--- src/rtl/core/lbpsd_pkg.sv ---
// shared types, constants and microcode table of the led shift driver
package lbpsd_pkg;

    // default grid shape
    localparam int GRID_ROWS_DEF = 10;
    localparam int GRID_COLS_DEF = 4;
    localparam int NUM_COLORS    = 3;

    // field and counter widths, and the low bit of the mask field
    localparam int PAIR_W   = 3;
    localparam int GRP_W    = 4;
    localparam int STEP_W   = 3;
    localparam int MASK_LSB = 16;

    localparam logic [9:0] BASE_PERIOD_RST = 10'd10;

    // command codes
    localparam logic [1:0] CMD_PIXEL  = 2'd0;
    localparam logic [1:0] CMD_GAMMA  = 2'd1;
    localparam logic [1:0] CMD_RENDER = 2'd2;

    typedef logic [STEP_W-1:0] step_t;

    // microprogram step addresses
    localparam step_t STEP_IDLE   = 3'd0;
    localparam step_t STEP_GATHER = 3'd1;
    localparam step_t STEP_DRAINA = 3'd2;
    localparam step_t STEP_DRAINB = 3'd3;
    localparam step_t STEP_EMITM  = 3'd4;
    localparam step_t STEP_EMITG  = 3'd5;

    // jump conditions
    typedef enum logic [1:0] {
        J_NONE  = 2'd0,
        J_CMD   = 2'd1,
        J_SLOT  = 2'd2,
        J_GROUP = 2'd3
    } jump_t;

    // one control word
    typedef struct packed {
        logic  accept;
        logic  issue_rd;
        logic  emit_mask;
        logic  emit_grp;
        jump_t jump;
        step_t target;
        logic  end_step;
    } ctrl_t;

    // datapath status seen by the sequencer
    typedef struct packed {
        logic render_go;
        logic slot_last;
        logic grp_last;
        logic out_busy;
    } status_t;

    // microcode table
    function automatic ctrl_t ucode(step_t s);
        ctrl_t c;
        c = '{accept: 1'b0, issue_rd: 1'b0, emit_mask: 1'b0, emit_grp: 1'b0,
              jump: J_NONE, target: STEP_IDLE, end_step: 1'b0};
        case (s)
            STEP_IDLE:
            begin
                c.accept = 1'b1;
                c.jump   = J_CMD;
                c.target = STEP_IDLE;
            end
            STEP_GATHER:
            begin
                c.issue_rd = 1'b1;
                c.jump     = J_SLOT;
                c.target   = STEP_GATHER;
            end
            STEP_DRAINA, STEP_DRAINB:
            begin
                c.jump = J_NONE;
            end
            STEP_EMITM:
            begin
                c.emit_mask = 1'b1;
            end
            STEP_EMITG:
            begin
                c.emit_grp = 1'b1;
                c.jump     = J_GROUP;
                c.target   = STEP_GATHER;
                c.end_step = 1'b1;
            end
            default:
            begin
                c.end_step = 1'b1;
            end
        endcase
        return c;
    endfunction

endpackage

--- src/rtl/core/lbpsd_ifs.sv ---
// command and output word channel interfaces

// command channel
interface lbpsd_cmd_if;
    logic       valid;
    logic       ready;
    logic [1:0] command;
    logic [3:0] pixel_row;
    logic [1:0] pixel_col;
    logic [1:0] color_channel;
    logic [7:0] pixel_value;
    logic [7:0] gamma_index;
    logic [7:0] gamma_value;
    logic [2:0] plane;

    modport source (output valid, command, pixel_row, pixel_col, color_channel,
                    pixel_value, gamma_index, gamma_value, plane, input ready);
    modport sink (input valid, command, pixel_row, pixel_col, color_channel,
                  pixel_value, gamma_index, gamma_value, plane, output ready);
endinterface

// shift word channel
interface lbpsd_word_if;
    logic        valid;
    logic        ready;
    logic [23:0] shift_word;
    logic [16:0] hold_time;
    logic        last_word;

    modport source (output valid, shift_word, hold_time, last_word, input ready);
    modport sink (input valid, shift_word, hold_time, last_word, output ready);
endinterface

--- src/rtl/core/lbpsd_seq.sv ---
// microcode sequencer: step counter, control table and jump logic
module lbpsd_seq (
    input  logic              clk,
    input  logic              rst_n,
    input  lbpsd_pkg::status_t status,
    output lbpsd_pkg::ctrl_t   ctrl
);
    import lbpsd_pkg::*;

    step_t step_reg;
    step_t step_next;
    logic  stall;
    logic  taken;

    // control word of the current step
    assign ctrl = ucode(step_reg);

    // hold on an emit step while the output register holds a word not yet taken
    assign stall = (ctrl.emit_mask || ctrl.emit_grp) && status.out_busy;

    // jump condition
    always_comb
    begin
        case (ctrl.jump)
            J_NONE:  taken = 1'b0;
            J_CMD:   taken = !status.render_go;
            J_SLOT:  taken = !status.slot_last;
            J_GROUP: taken = !status.grp_last;
            default: taken = 1'b0;
        endcase
    end

    // next step
    always_comb
    begin
        if (stall)
            step_next = step_reg;
        else if (taken)
            step_next = ctrl.target;
        else if (ctrl.end_step)
            step_next = STEP_IDLE;
        else
            step_next = step_reg + step_t'(1);
    end

    always_ff @(posedge clk or negedge rst_n)
    begin
        if (!rst_n)
            step_reg <= STEP_IDLE;
        else
            step_reg <= step_next;
    end

endmodule

--- src/rtl/core/lbpsd_dp.sv ---
// datapath: pixel and gamma stores, gather pipeline, mask and output register
module lbpsd_dp #(
    parameter int GRID_ROWS = lbpsd_pkg::GRID_ROWS_DEF,
    parameter int GRID_COLS = lbpsd_pkg::GRID_COLS_DEF
) (
    input  logic               clk,
    input  logic               rst_n,
    input  logic               config_we,
    input  logic [9:0]         config_data,
    input  lbpsd_pkg::ctrl_t   ctrl,
    output lbpsd_pkg::status_t status,
    lbpsd_cmd_if.sink          cmd_bus,
    lbpsd_word_if.source       word_bus
);
    import lbpsd_pkg::*;

    localparam int PIX_DEPTH = GRID_ROWS * GRID_COLS * NUM_COLORS;
    localparam int PIX_AW    = $clog2(PIX_DEPTH);
    localparam int PAIRS     = (GRID_ROWS + 1) / 2;
    localparam int GROUPS    = PAIRS * NUM_COLORS;

    // stores
    logic [7:0] pix_mem [PIX_DEPTH];
    logic [7:0] gam_mem [256];
    logic [PIX_DEPTH-1:0] pix_valid_reg;

    logic [9:0] base_period_reg;
    logic [2:0] plane_reg;

    // render counters
    logic [2:0]        slot_reg;
    logic [2:0]        slot_next;
    logic [PAIR_W-1:0] pair_reg;
    logic [PAIR_W-1:0] pair_next;
    logic [1:0]        color_reg;
    logic [1:0]        color_next;
    logic [GRP_W-1:0]  grp_reg;
    logic [GRP_W-1:0]  grp_next;
    logic [7:0]        mask_reg;
    logic [7:0]        mask_next;

    // gather pipeline
    logic       s1_vld_reg;
    logic [2:0] s1_slot_reg;
    logic       s1_inr_reg;
    logic       s1_pv_reg;
    logic [7:0] pix_rd_reg;
    logic       s2_vld_reg;
    logic [2:0] s2_slot_reg;
    logic       s2_inr_reg;
    logic [7:0] gam_rd_reg;

    // output register
    logic        out_vld_reg;
    logic [23:0] out_word_reg;
    logic [16:0] out_hold_reg;
    logic        out_last_reg;

    logic              cmd_fire;
    logic              pix_we;
    logic              gam_we;
    logic              render_start;
    logic [7:0]        wr_lin;
    logic [PIX_AW-1:0] wr_addr;
    logic [3:0]        rd_row;
    logic              rd_inr;
    logic [7:0]        rd_lin;
    logic [PIX_AW-1:0] rd_addr;
    logic [7:0]        raw;
    logic              out_busy;
    logic              mask_fire;
    logic              grp_fire;
    logic              grp_last;

    // command decode
    assign cmd_bus.ready = ctrl.accept;
    assign cmd_fire      = cmd_bus.valid && ctrl.accept;
    assign pix_we        = cmd_fire && (cmd_bus.command == CMD_PIXEL)
                           && (cmd_bus.pixel_row < 4'(GRID_ROWS))
                           && ({1'b0, cmd_bus.pixel_col} < 3'(GRID_COLS))
                           && (cmd_bus.color_channel < 2'(NUM_COLORS));
    assign gam_we        = cmd_fire && (cmd_bus.command == CMD_GAMMA);
    assign render_start  = cmd_fire && (cmd_bus.command == CMD_RENDER);

    // linear pixel addresses
    assign wr_lin  = (8'(cmd_bus.pixel_row) * 8'(GRID_COLS) + 8'(cmd_bus.pixel_col))
                     * 8'(NUM_COLORS) + 8'(cmd_bus.color_channel);
    assign wr_addr = wr_lin[PIX_AW-1:0];

    // slot selects row of the pair (bit 2) and column (bits 1:0)
    assign rd_row  = {pair_reg, 1'b0} + {3'b000, slot_reg[2]};
    assign rd_inr  = (rd_row < 4'(GRID_ROWS)) && ({1'b0, slot_reg[1:0]} < 3'(GRID_COLS));
    assign rd_lin  = (8'(rd_row) * 8'(GRID_COLS) + 8'(slot_reg[1:0]))
                     * 8'(NUM_COLORS) + 8'(color_reg);
    assign rd_addr = rd_inr ? rd_lin[PIX_AW-1:0] : '0;

    // config register
    always_ff @(posedge clk or negedge rst_n)
    begin
        if (!rst_n)
            base_period_reg <= BASE_PERIOD_RST;
        else if (config_we)
            base_period_reg <= config_data;
    end

    // pixel valid bits, an unwritten pixel reads as zero
    always_ff @(posedge clk or negedge rst_n)
    begin
        if (!rst_n)
            pix_valid_reg <= '0;
        else if (pix_we)
            pix_valid_reg[wr_addr] <= 1'b1;
    end

    // pixel memory
    always_ff @(posedge clk)
    begin
        if (pix_we)
            pix_mem[wr_addr] <= cmd_bus.pixel_value;
        pix_rd_reg <= pix_mem[rd_addr];
    end

    // gamma memory, looked up with the raw pixel value
    assign raw = s1_pv_reg ? pix_rd_reg : 8'd0;

    always_ff @(posedge clk)
    begin
        if (gam_we)
            gam_mem[cmd_bus.gamma_index] <= cmd_bus.gamma_value;
        gam_rd_reg <= gam_mem[raw];
    end

    // pipeline tags
    always_ff @(posedge clk or negedge rst_n)
    begin
        if (!rst_n)
        begin
            s1_vld_reg <= 1'b0;
            s2_vld_reg <= 1'b0;
        end
        else
        begin
            s1_vld_reg <= ctrl.issue_rd;
            s2_vld_reg <= s1_vld_reg;
        end
    end

    always_ff @(posedge clk)
    begin
        s1_slot_reg <= slot_reg;
        s1_inr_reg  <= rd_inr;
        s1_pv_reg   <= pix_valid_reg[rd_addr];
        s2_slot_reg <= s1_slot_reg;
        s2_inr_reg  <= s1_inr_reg;
    end

    // emit handshake
    assign out_busy  = out_vld_reg && !word_bus.ready;
    assign mask_fire = ctrl.emit_mask && !out_busy;
    assign grp_fire  = ctrl.emit_grp && !out_busy;
    assign grp_last  = (grp_reg == GRP_W'(GROUPS - 1));

    // counters and mask
    always_comb
    begin
        slot_next  = slot_reg;
        pair_next  = pair_reg;
        color_next = color_reg;
        grp_next   = grp_reg;
        mask_next  = mask_reg;
        if (ctrl.issue_rd)
            slot_next = slot_reg + 3'd1;
        if (s2_vld_reg && s2_inr_reg && gam_rd_reg[plane_reg])
            mask_next[s2_slot_reg] = 1'b1;
        if (grp_fire)
        begin
            mask_next = '0;
            grp_next  = grp_reg + GRP_W'(1);
            if (color_reg == 2'(NUM_COLORS - 1))
            begin
                color_next = '0;
                pair_next  = pair_reg + PAIR_W'(1);
            end
            else
                color_next = color_reg + 2'd1;
        end
        if (render_start)
        begin
            slot_next  = '0;
            pair_next  = '0;
            color_next = '0;
            grp_next   = '0;
            mask_next  = '0;
        end
    end

    always_ff @(posedge clk or negedge rst_n)
    begin
        if (!rst_n)
        begin
            slot_reg  <= '0;
            pair_reg  <= '0;
            color_reg <= '0;
            grp_reg   <= '0;
            mask_reg  <= '0;
        end
        else
        begin
            slot_reg  <= slot_next;
            pair_reg  <= pair_next;
            color_reg <= color_next;
            grp_reg   <= grp_next;
            mask_reg  <= mask_next;
        end
    end

    always_ff @(posedge clk)
    begin
        if (render_start)
            plane_reg <= cmd_bus.plane;
    end

    // output register
    always_ff @(posedge clk or negedge rst_n)
    begin
        if (!rst_n)
            out_vld_reg <= 1'b0;
        else if (mask_fire || grp_fire)
            out_vld_reg <= 1'b1;
        else if (word_bus.ready)
            out_vld_reg <= 1'b0;
    end

    always_ff @(posedge clk)
    begin
        if (mask_fire)
        begin
            out_word_reg <= {mask_reg, 16'h0000};
            out_hold_reg <= '0;
            out_last_reg <= 1'b0;
        end
        else if (grp_fire)
        begin
            out_word_reg <= {mask_reg, 16'(16'h0001 << grp_reg)};
            out_hold_reg <= grp_last ? (17'(base_period_reg) << plane_reg) : 17'd0;
            out_last_reg <= grp_last;
        end
    end

    assign word_bus.valid      = out_vld_reg;
    assign word_bus.shift_word = out_word_reg;
    assign word_bus.hold_time  = out_hold_reg;
    assign word_bus.last_word  = out_last_reg;

    // status to the sequencer
    assign status.render_go = render_start;
    assign status.slot_last = (slot_reg == 3'd7);
    assign status.grp_last  = grp_last;
    assign status.out_busy  = out_busy;

endmodule

--- src/rtl/core/led_bit_plane_shift_driver_unit.sv ---
// top level of the bit-plane led shift driver
//
// Commands arrive on cmd_bus: a pixel write, a gamma table write or a bit
// plane render. Writes produce no words. A render emits two 24-bit words
// per row pair and colour on word_bus: the column mask in bits 23:16, then
// the same mask with the group-select bit set. The final word carries
// hold_time = base_period << plane and last_word. Each group of eight
// pixels goes through a microcoded loop: eight reads of the pixel memory,
// each followed by a registered gamma lookup, two drain steps and two emit
// steps. The pixel memory has a single read port. The first word is
// registered at the first emit step, after the reads and drain steps.
// cmd_bus.ready is high only while no render is in progress.
// A stalled receiver holds the word register; the sequencer waits on its
// emit step and resumes when the word is taken.
// Reset clears every pixel to zero and sets base_period to 10; the gamma
// table must be written before it is used.
module led_bit_plane_shift_driver_unit #(
    parameter int GRID_ROWS = lbpsd_pkg::GRID_ROWS_DEF,
    parameter int GRID_COLS = lbpsd_pkg::GRID_COLS_DEF
) (
    input  logic         clk,
    input  logic         rst_n,
    input  logic         config_we,
    input  logic [9:0]   config_data,
    lbpsd_cmd_if.sink    cmd_bus,
    lbpsd_word_if.source word_bus
);
    import lbpsd_pkg::*;

    ctrl_t   ctrl;
    status_t status;

    // microcode sequencer
    lbpsd_seq u_seq (
        .clk    (clk),
        .rst_n  (rst_n),
        .status (status),
        .ctrl   (ctrl)
    );

    // datapath
    lbpsd_dp #(
        .GRID_ROWS (GRID_ROWS),
        .GRID_COLS (GRID_COLS)
    ) u_dp (
        .clk         (clk),
        .rst_n       (rst_n),
        .config_we   (config_we),
        .config_data (config_data),
        .ctrl        (ctrl),
        .status      (status),
        .cmd_bus     (cmd_bus),
        .word_bus    (word_bus)
    );

endmodule

--- src/flat_wrapper.sv ---
// flat-port wrapper written by rule: the top's interface ports become plain ports
module led_bit_plane_shift_driver_unit_flat import lbpsd_pkg::*;
#(
    parameter int GRID_ROWS = lbpsd_pkg::GRID_ROWS_DEF,
    parameter int GRID_COLS = lbpsd_pkg::GRID_COLS_DEF
)
  (clk, rst_n, config_we, config_data, cmd_bus_valid, cmd_bus_command, cmd_bus_pixel_row, cmd_bus_pixel_col, cmd_bus_color_channel, cmd_bus_pixel_value, cmd_bus_gamma_index, cmd_bus_gamma_value, cmd_bus_plane, cmd_bus_ready, word_bus_valid, word_bus_shift_word, word_bus_hold_time, word_bus_last_word, word_bus_ready);
  lbpsd_cmd_if cmd_bus_i ();
  lbpsd_word_if word_bus_i ();
  input  logic clk;
  input  logic rst_n;
  input  logic config_we;
  input  logic [9:0] config_data;
  input wire logic [$bits(cmd_bus_i.valid)-1:0] cmd_bus_valid;
  input wire logic [$bits(cmd_bus_i.command)-1:0] cmd_bus_command;
  input wire logic [$bits(cmd_bus_i.pixel_row)-1:0] cmd_bus_pixel_row;
  input wire logic [$bits(cmd_bus_i.pixel_col)-1:0] cmd_bus_pixel_col;
  input wire logic [$bits(cmd_bus_i.color_channel)-1:0] cmd_bus_color_channel;
  input wire logic [$bits(cmd_bus_i.pixel_value)-1:0] cmd_bus_pixel_value;
  input wire logic [$bits(cmd_bus_i.gamma_index)-1:0] cmd_bus_gamma_index;
  input wire logic [$bits(cmd_bus_i.gamma_value)-1:0] cmd_bus_gamma_value;
  input wire logic [$bits(cmd_bus_i.plane)-1:0] cmd_bus_plane;
  output wire logic [$bits(cmd_bus_i.ready)-1:0] cmd_bus_ready;
  output wire logic [$bits(word_bus_i.valid)-1:0] word_bus_valid;
  output wire logic [$bits(word_bus_i.shift_word)-1:0] word_bus_shift_word;
  output wire logic [$bits(word_bus_i.hold_time)-1:0] word_bus_hold_time;
  output wire logic [$bits(word_bus_i.last_word)-1:0] word_bus_last_word;
  input wire logic [$bits(word_bus_i.ready)-1:0] word_bus_ready;
  assign cmd_bus_i.valid = cmd_bus_valid;
  assign cmd_bus_i.command = cmd_bus_command;
  assign cmd_bus_i.pixel_row = cmd_bus_pixel_row;
  assign cmd_bus_i.pixel_col = cmd_bus_pixel_col;
  assign cmd_bus_i.color_channel = cmd_bus_color_channel;
  assign cmd_bus_i.pixel_value = cmd_bus_pixel_value;
  assign cmd_bus_i.gamma_index = cmd_bus_gamma_index;
  assign cmd_bus_i.gamma_value = cmd_bus_gamma_value;
  assign cmd_bus_i.plane = cmd_bus_plane;
  assign cmd_bus_ready = cmd_bus_i.ready;
  assign word_bus_valid = word_bus_i.valid;
  assign word_bus_shift_word = word_bus_i.shift_word;
  assign word_bus_hold_time = word_bus_i.hold_time;
  assign word_bus_last_word = word_bus_i.last_word;
  assign word_bus_i.ready = word_bus_ready;
  led_bit_plane_shift_driver_unit #(.GRID_ROWS(GRID_ROWS), .GRID_COLS(GRID_COLS)) u_core (.clk(clk), .rst_n(rst_n), .config_we(config_we), .config_data(config_data), .cmd_bus(cmd_bus_i), .word_bus(word_bus_i));
endmodule
--- config.mk ---
export PLATFORM = sky130hd
export DESIGN_NAME = led_bit_plane_shift_driver_unit_flat
export DESIGN_NICKNAME = d
export VERILOG_FILES = /design/src/rtl/core/lbpsd_pkg.sv /design/src/rtl/core/lbpsd_ifs.sv /design/src/rtl/core/lbpsd_seq.sv /design/src/rtl/core/lbpsd_dp.sv /design/src/rtl/core/led_bit_plane_shift_driver_unit.sv /design/src/flat_wrapper.sv
export SDC_FILE = /design/constraint.sdc
export NUM_CORES = 2
export LEC_CHECK = 0
export ABC_AREA = 1
export BUFFER_PORTS_ARGS = -buffer_cell sky130_fd_sc_hd__buf_4
export CAP_MARGIN = 0
export CORE_ASPECT_RATIO = 2
export CORE_UTILIZATION = 63
export DETAILED_ROUTE_END_ITERATION = 7
export GPL_TIMING_DRIVEN = 1
export HOLD_SLACK_MARGIN = 0.1
export PLACE_DENSITY = 0.79
export REMOVE_ABC_BUFFERS = 1
export SYNTH_ARGS = -nofsm -noshare
export SYNTH_HDL_FRONTEND = slang
export SYNTH_SLANG_ARGS = --single-unit
--- constraint.sdc ---
create_clock -name clk -period 4 [get_ports clk]
set_input_delay 0.8 -clock clk [delete_from_list [all_inputs] [get_ports clk]]
set_output_delay 0.8 -clock clk [all_outputs]
set_load 0.02 [all_outputs]
== Yosys cells after proc, flatten, opt, wreduce, memory -nomap -nowiden ==
Memories as Yosys holds them, arrays and structs flattened. A register that Yosys moved wholly into a read port is not among the register bits.
Cells that the tools add are included.

* Flip-flop bits (word level): 210
* Bits in writable memories: 3,008
* Bits of input ports: 52
* Output and inout bits: 44
* Memories kept: 2

{| class="wikitable"
|+ Memory list
! name !! depth !! bits a word !! rd ports !! clocked after memory_dff !! wr ports !! RTL line !! source
|-
| u_core.u_dp.gam_mem || 256 || 8 || 1 || 1 || 1 || lbpsd_dp.sv:24 || <nowiki>logic [7:0] gam_mem [256];</nowiki>
|-
| u_core.u_dp.pix_mem || 120 || 8 || 1 || 1 || 1 || lbpsd_dp.sv:23 || <nowiki>logic [7:0] pix_mem [PIX_DEPTH];</nowiki>
|}

* Add/sub/neg operators: 10
* Multipliers: 2
* Magnitude comparators: 9
* Eq/ne operators: 13
* Shift operators: 2
* Mux-type cells: 41
* Bitwise operators: 2
* Reductions and logical operators: 33

{| class="wikitable"
|+ Operator list
! cell !! count
|-
| 120-bit OR || 1
|-
| 24-bit two-way mux || 2
|-
| 8-bit two-way mux || 4
|-
| 3-bit two-way mux || 7
|-
| 17-bit two-way mux || 1
|-
| 10-bit by 3-bit << shifter with 17-bit output || 1
|-
| 7-bit by 8-bit < comparator with 1-bit output, second input constant || 2
|-
| 1-bit by 4-bit << shifter with 16-bit output, first input constant || 1
|-
| 1-bit two-way mux || 15
|-
| 6-bit by 2-bit adder with 7-bit output || 2
|-
| 7-bit by 2-bit adder with 7-bit output || 2
|-
| 1-bit logical AND || 14
|-
| 7-bit by 2-bit multiplier with 7-bit output, second input constant || 2
|-
| 2-bit nonzero test || 5
|-
| 3-bit by 1-bit adder with 3-bit output, second input constant || 3
|-
| 3-bit == test, second input constant || 3
|-
| 2-bit == test, second input constant || 4
|-
| 3-bit by 4-bit < comparator with 1-bit output, second input constant || 2
|-
| 4-bit < comparator, second input constant || 2
|-
| 4-bit two-way mux || 2
|-
| 8-bit OR || 1
|-
| 1-bit binary-select mux with 7-bit select || 1
|-
| 1-bit demux with 7-bit select || 1
|-
| 7-bit by 1-bit greater-or-equal comparator with 1-bit output, second input constant || 1
|-
| 23 further kinds || 33
|}

== Longest topological paths before layout ==
* Depth in word-level cells: 8
* Mapped depth: 20
* Depth with buffers taken out: 18

== Cells and area by module ==
A second synthesis with hierarchy kept.

* Cell total of the unflattened synthesis: 13,771
* Area, all modules: 141,792.2 µm²

{| class="wikitable"
|+ By module, submodules not included
! module !! instances !! cells an instance !! area each (µm²)
|-
| lbpsd_dp || 1 || 13,720 || 141,414.4
|-
| lbpsd_seq || 1 || 51 || 377.9
|}

== Worst setup path before layout ==
OpenSTA, ideal clock, no wires.

* Kind: input-to-reg
* Start point: input cmd_bus_color_channel[1]
* End point: memory u_core.u_dp.pix_mem[102][0] (enable)
* Setup time: 0.370 ns
* Arrival: 3.304 ns
* Data required time: 3.630 ns
* Setup slack: 0.326 ns
* Cell stages on the path: 11
* Buffers on the path: 1
* Cells stage by stage: fa_1 > ha_1 > fa_1 > a21oi_1 > o21ai_1 > xor2_1 > inv_1 > nor2_1 > nand2_1 > buf_2 > nor2_1

* Longest elaborated chain between the ends: 4

{| class="wikitable"
|+ RTL lines
! element !! RTL line !! source
|-
| from (decl) || flat_wrapper.sv:18 || <nowiki>input wire logic [$bits(cmd_bus_i.color_channel)-1:0] cmd_bus_color_channel;</nowiki>
|-
| branches (longest 4 deep; another with 7-bit by 2-bit adder with 7-bit output) || - ||
|-
| to (decl) || lbpsd_dp.sv:23 ||
|}

Parallel ways; which one is timed is not known.

== Final worst setup path ==
* Start point: register u_core.u_dp.slot_reg[0]
* End point: register u_core.u_dp.pix_rd_reg[2], read port of u_core.u_dp.pix_mem

* Longest elaborated chain between the ends: 4

{| class="wikitable"
|+ RTL lines
! element !! RTL line !! source
|-
| from (decl) || lbpsd_dp.sv:31 || <nowiki>logic [2:0] slot_reg;</nowiki>
|-
| from (signal assigned) || lbpsd_dp.sv:209 || <nowiki>slot_reg <= slot_next;</nowiki>
|-
| 6-bit by 2-bit adder with 7-bit output || lbpsd_dp.sv:93 || <nowiki>assign rd_lin = (8'(rd_row) * 8'(GRID_COLS) + 8'(slot_reg[1:0]))</nowiki>
|-
| 7-bit by 2-bit multiplier with 7-bit output || lbpsd_dp.sv:94 || <nowiki>* 8'(NUM_COLORS) + 8'(color_reg);</nowiki>
|-
| 7-bit by 2-bit adder with 7-bit output || lbpsd_dp.sv:94 ||
|-
| 7-bit two-way mux || lbpsd_dp.sv:95 || <nowiki>assign rd_addr = rd_inr ? rd_lin[PIX_AW-1:0] : '0;</nowiki>
|-
| to (decl) || lbpsd_dp.sv:47 || <nowiki>logic [7:0] pix_rd_reg;</nowiki>
|}

No other way between the ends.
A chain may end at the register's enable or synchronous reset.

==> impl_metrics.csv <==
group,metric,value,unit
timing,setup_total_negative_slack,0,ns
timing,final.min_clock_period,3.88,ns
worst_setup_path,slowest_stage,"sky130_fd_sc_hd__fa_1",
place,number_of_instances_in_the_placed_design,16679,
clock_tree,clk-insertion-delay-late,0.92,ns
synth,gate_count_of_the_mapped_netlist,13778,
clock_tree,post_cts_setup_bufs,0,
grt,grt_first_pass_wirelength,617000,um
grt,grt_pass1_vias,102345,
clock_tree,htreeDepth,5,
worst_setup_path,worstPathCellList,"inv_1 > fa_1 > inv_1 > ha_1 > inv_1 > fa_1 > inv_1 > nand3_4 > inv_4 > buf_12 > nand3_1 > nand3_1 > nand3_1 > nand3_1 > nand3_1 > nand2_1 > nand2_1 > nand2_1",
cells_and_area,flow.area_growth_from_synthesis,11.5,%
detailed_routing,postRouteAntennaNets,0,
timing,transition_time_at_the_pin_with_the_least_slew_margin,1.48,ns
cells_and_area,multi_input_comb_area,33600,um2
detailed_routing,drt_pass1_iterations,8,
floorplan,floorplan.die.width,337,um
timing,max_clock_freq,258,MHz
power,power.density,753,nW/um2
floorplan,fp-row-count,245,
synth,synth.yosys.seq_area_share,67.5,%
floorplan,initial_utilization,63.5,%
synth,synthesis.area,142000,um2
timing,drv_slew,0,
timing,final.setup_skew,0.0723,ns
grt,grt_start_max_net_pins,194,
detailed_routing,wirelength,422000,um
place,routability_congestion_estimate_from_global_placement,1.06,
detailed_routing,drt-vias-per-instance,6.04,
grt,top_usage_layer,"met2",
worst_setup_path,crit_type,"register to register",
timing,slew-limit-headroom,1.42,%
outcome,outcome,"complete, but fails checks",
floorplan,dieHeight,673,um
place,placedInstanceArea,149000,um2
worst_setup_path,cp.required,4.81,ns
worst_setup_path,critPathMaxStageDelay,0.54,ns
grt,total_congestion_overflow,0,
floorplan,io_pins,96,
timing,finalCritPeriodShare,97.1,%
timing,final-hold-violation-count,0,
worst_setup_path,end_kind,"register",
synth,ys.warnings.count,0,
cells_and_area,layout.cells.most_common_list,"sky130_fd_sc_hd__edfxtp_1, sky130_fd_sc_hd__nand2_1, sky130_fd_sc_hd__nand3_1, sky130_fd_sc_hd__inv_1, sky130_fd_sc_hd__nor2_1",
clock_tree,clkSlewWorstSetupHoldPaths,0.07,ns
cells_and_area,area.sequential,95800,um2
clock_tree,cts-buffers-inserted,284,
worst_setup_path,crit_fanout,36,
grt,global_route.usage.total,37.1,%
detailed_routing,first_iter_violations,12429,
clock_tree,tritoncts_clock_tree,"built",
worst_setup_path,critPathMostFrequentCell,"sky130_fd_sc_hd__nand3_1",
timing,setup-violations-final,0,
power,vdd_drop_max,1100,uV
timing,rsz0062_at_grt,"false",
detailed_routing,avgRoutedWirePerCell,24.5,um
worst_setup_path,start_kind,"register",
floorplan,design.die.area,227000,um2
synth,yosysUniqueCellTypes,46,
worst_hold_path,hold_class,"input port to register",
cells_and_area,n_fill_cell,15303,
worst_setup_path,cp_num_buf_inv,6,
floorplan,design.core.area,223000,um2
flow_run,max-cap-violations,0,
clock_tree,cts.sinks,3234,
timing,finalWorstSetupSlack,0.117,ns
grt,gr-usage-met3,6.35,%
synth,syn_area_per_cell,10.3,um2
place,portBuffers,95,
place,place_worst_setup_slack,0.0821,ns
cells_and_area,nets,14098,
synth,yosys_register_bits,3234,
detailed_routing,num_vias,103784,
worst_setup_path,critPathArrivalTime,4.70,ns
clock_tree,ctsLongestPathBuffers,4,
power,leakagePower,0.0659,uW
grt,gr-usage-met1,38.5,%
detailed_routing,drc_errors,2,
worst_setup_path,crit_family,"simple AND/OR/NAND/NOR gates",
cells_and_area,instances_no_fill,17193,
place,placed_wire_length_estimate,265000,um
cells_and_area,final_layout_size_suffix_gt1_share,8.96,%
grt,grt_antenna_before_repair,9,
outcome,violations,"DRC",
grt,grt_util_met2,62.4,%
cells_and_area,most_common_cell_after_layout_fill_and_taps_aside,"sky130_fd_sc_hd__edfxtp_1",
cells_and_area,largest_register_ffs,2048,
clock_tree,buffer_cell_driving_the_clock_tree_root,"sky130_fd_sc_hd__clkbuf_16",
timing,holdWs,0.118,ns
cells_and_area,post-route-cell-area,158000,um2
-- worst min-delay path: cells and delay by family --
kind,cells,cell delay [ns]
AO/OA/AOI/OAI,1,0.07
buffers and inverters,1,0.08
AND/OR/NAND/NOR,1,0.04
-- layout make-up --
type,count,area share (%)
clock inverter,154,0.885
inverter,2336,5.57
sequential,3234,60.6
tap,2964,2.35
antenna,6,0.00950
timing repair buffer,788,4.49
multi-input combinational,7362,21.2
clock buffer,349,4.88
-- kinds of logic (layout without fill, tap and decap cells) --
family	count (synthesis)	after routing	share of synthesized area, %
other cells	0	6	0
xor+xnor	4	4	0.0247
simple gates	6820	6820	21.1
buf+inv	3182	3627	8.86
compound gates	496	496	2.07
mux	2	2	0.0150
flops	3234	3234	67.5
fa+ha+maj	40	40	0.374
-- cells in the mapped netlist (all sizes together) --
| master | count | area [um2] |
|---|---|---|
| nor3 | 11 | 60.1 |
| edfxtp | 3019 | 90700 |
| buf | 507 | 2510 |
| and3 | 1 | 6.26 |
| o211ai | 135 | 1010 |
| dfxtp | 59 | 1180 |
| nand3 | 2694 | 13500 |
| nor2 | 883 | 3330 |
| fa | 4 | 80.1 |
| xor2 | 3 | 26.3 |
| mux2 | 1 | 11.3 |
| o31ai | 1 | 7.51 |
| a32o | 3 | 30.0 |
| or2 | 43 | 269 |
| nor4 | 1 | 6.26 |
| o22ai | 2 | 12.5 |
| nand4 | 319 | 2000 |
| o21bai | 21 | 158 |
| a22o | 1 | 8.76 |
| clkinv | 3 | 11.3 |
| a2bb2oi | 2 | 17.5 |
| a31oi | 4 | 25.0 |
| clkbuf | 339 | 1270 |
| a2111oi | 1 | 8.76 |
| mux2i | 1 | 10.0 |
| dfrtp | 154 | 3850 |
| a21oi | 46 | 234 |
| dfstp | 2 | 52.6 |
| nand2 | 2868 | 10800 |
| o21ai | 276 | 1380 |
| ha | 36 | 450 |
| o221ai | 4 | 35.0 |
| xnor2 | 1 | 8.76 |
| inv | 2333 | 8760 |
-- per-stage QoR --
stage          utilization (%)  power [uW]
2_1_floorplan                -       64900
3_3_place_gp              66.7       89000
3_5_place_dp              66.7       89600
4_1_cts                   70.8      117000
5_1_grt                   70.8      123000
6_report                  70.8      119000
-- per-layer routing --
layer	vias to the layer above	part of all wire (%)
li1	46095	-
met1	49167	31
met2	6465	49
met3	2047	8.7
met4	10	12
met5	-	0.015
-- where the power goes --
part / internal, uW / total (uW) / switching (uW) / leakage (uW)
registers: 37300 / 37700 / 351 / 0.0292
logic: 14400 / 53800 / 39400 / 0.0322
clock network: 15300 / 27500 / 12300 / 0.00446
-- what timing repair did --
action | 4_1_cts | 5_1_grt
hold endpoints to repair | 71 | 0
setup endpoints to repair | 0 | 4
gates resized for setup | 0 | 4
hold buffers | 5 | 0
-- final timing paths --
path	end	start	depth (start not counted)	slack, ns
max reg2reg	u_core.u_dp.pix_rd_reg[2]$_DFF_P_	u_core.u_dp.slot_reg[0]$_DFFE_PN0P_	18	0.12
max	u_core.u_dp.pix_rd_reg[2]$_DFF_P_	u_core.u_dp.slot_reg[0]$_DFFE_PN0P_	18	0.12
min reg2reg	u_core.u_dp.s2_inr_reg$_DFF_P_	u_core.u_dp.s1_inr_reg$_DFF_P_	0	0.33
min in group asynchronous	u_core.u_dp.pix_valid_reg[59]$_DFFE_PN0P_	rst_n	2	0.53
max in group asynchronous	u_core.u_dp.pix_valid_reg[9]$_DFFE_PN0P_	rst_n	3	2.54
min	u_core.u_dp.base_period_reg[3]$_DFFE_PN1P_	config_data[3]	3	0.12
(Power assumes the default switching activity.)
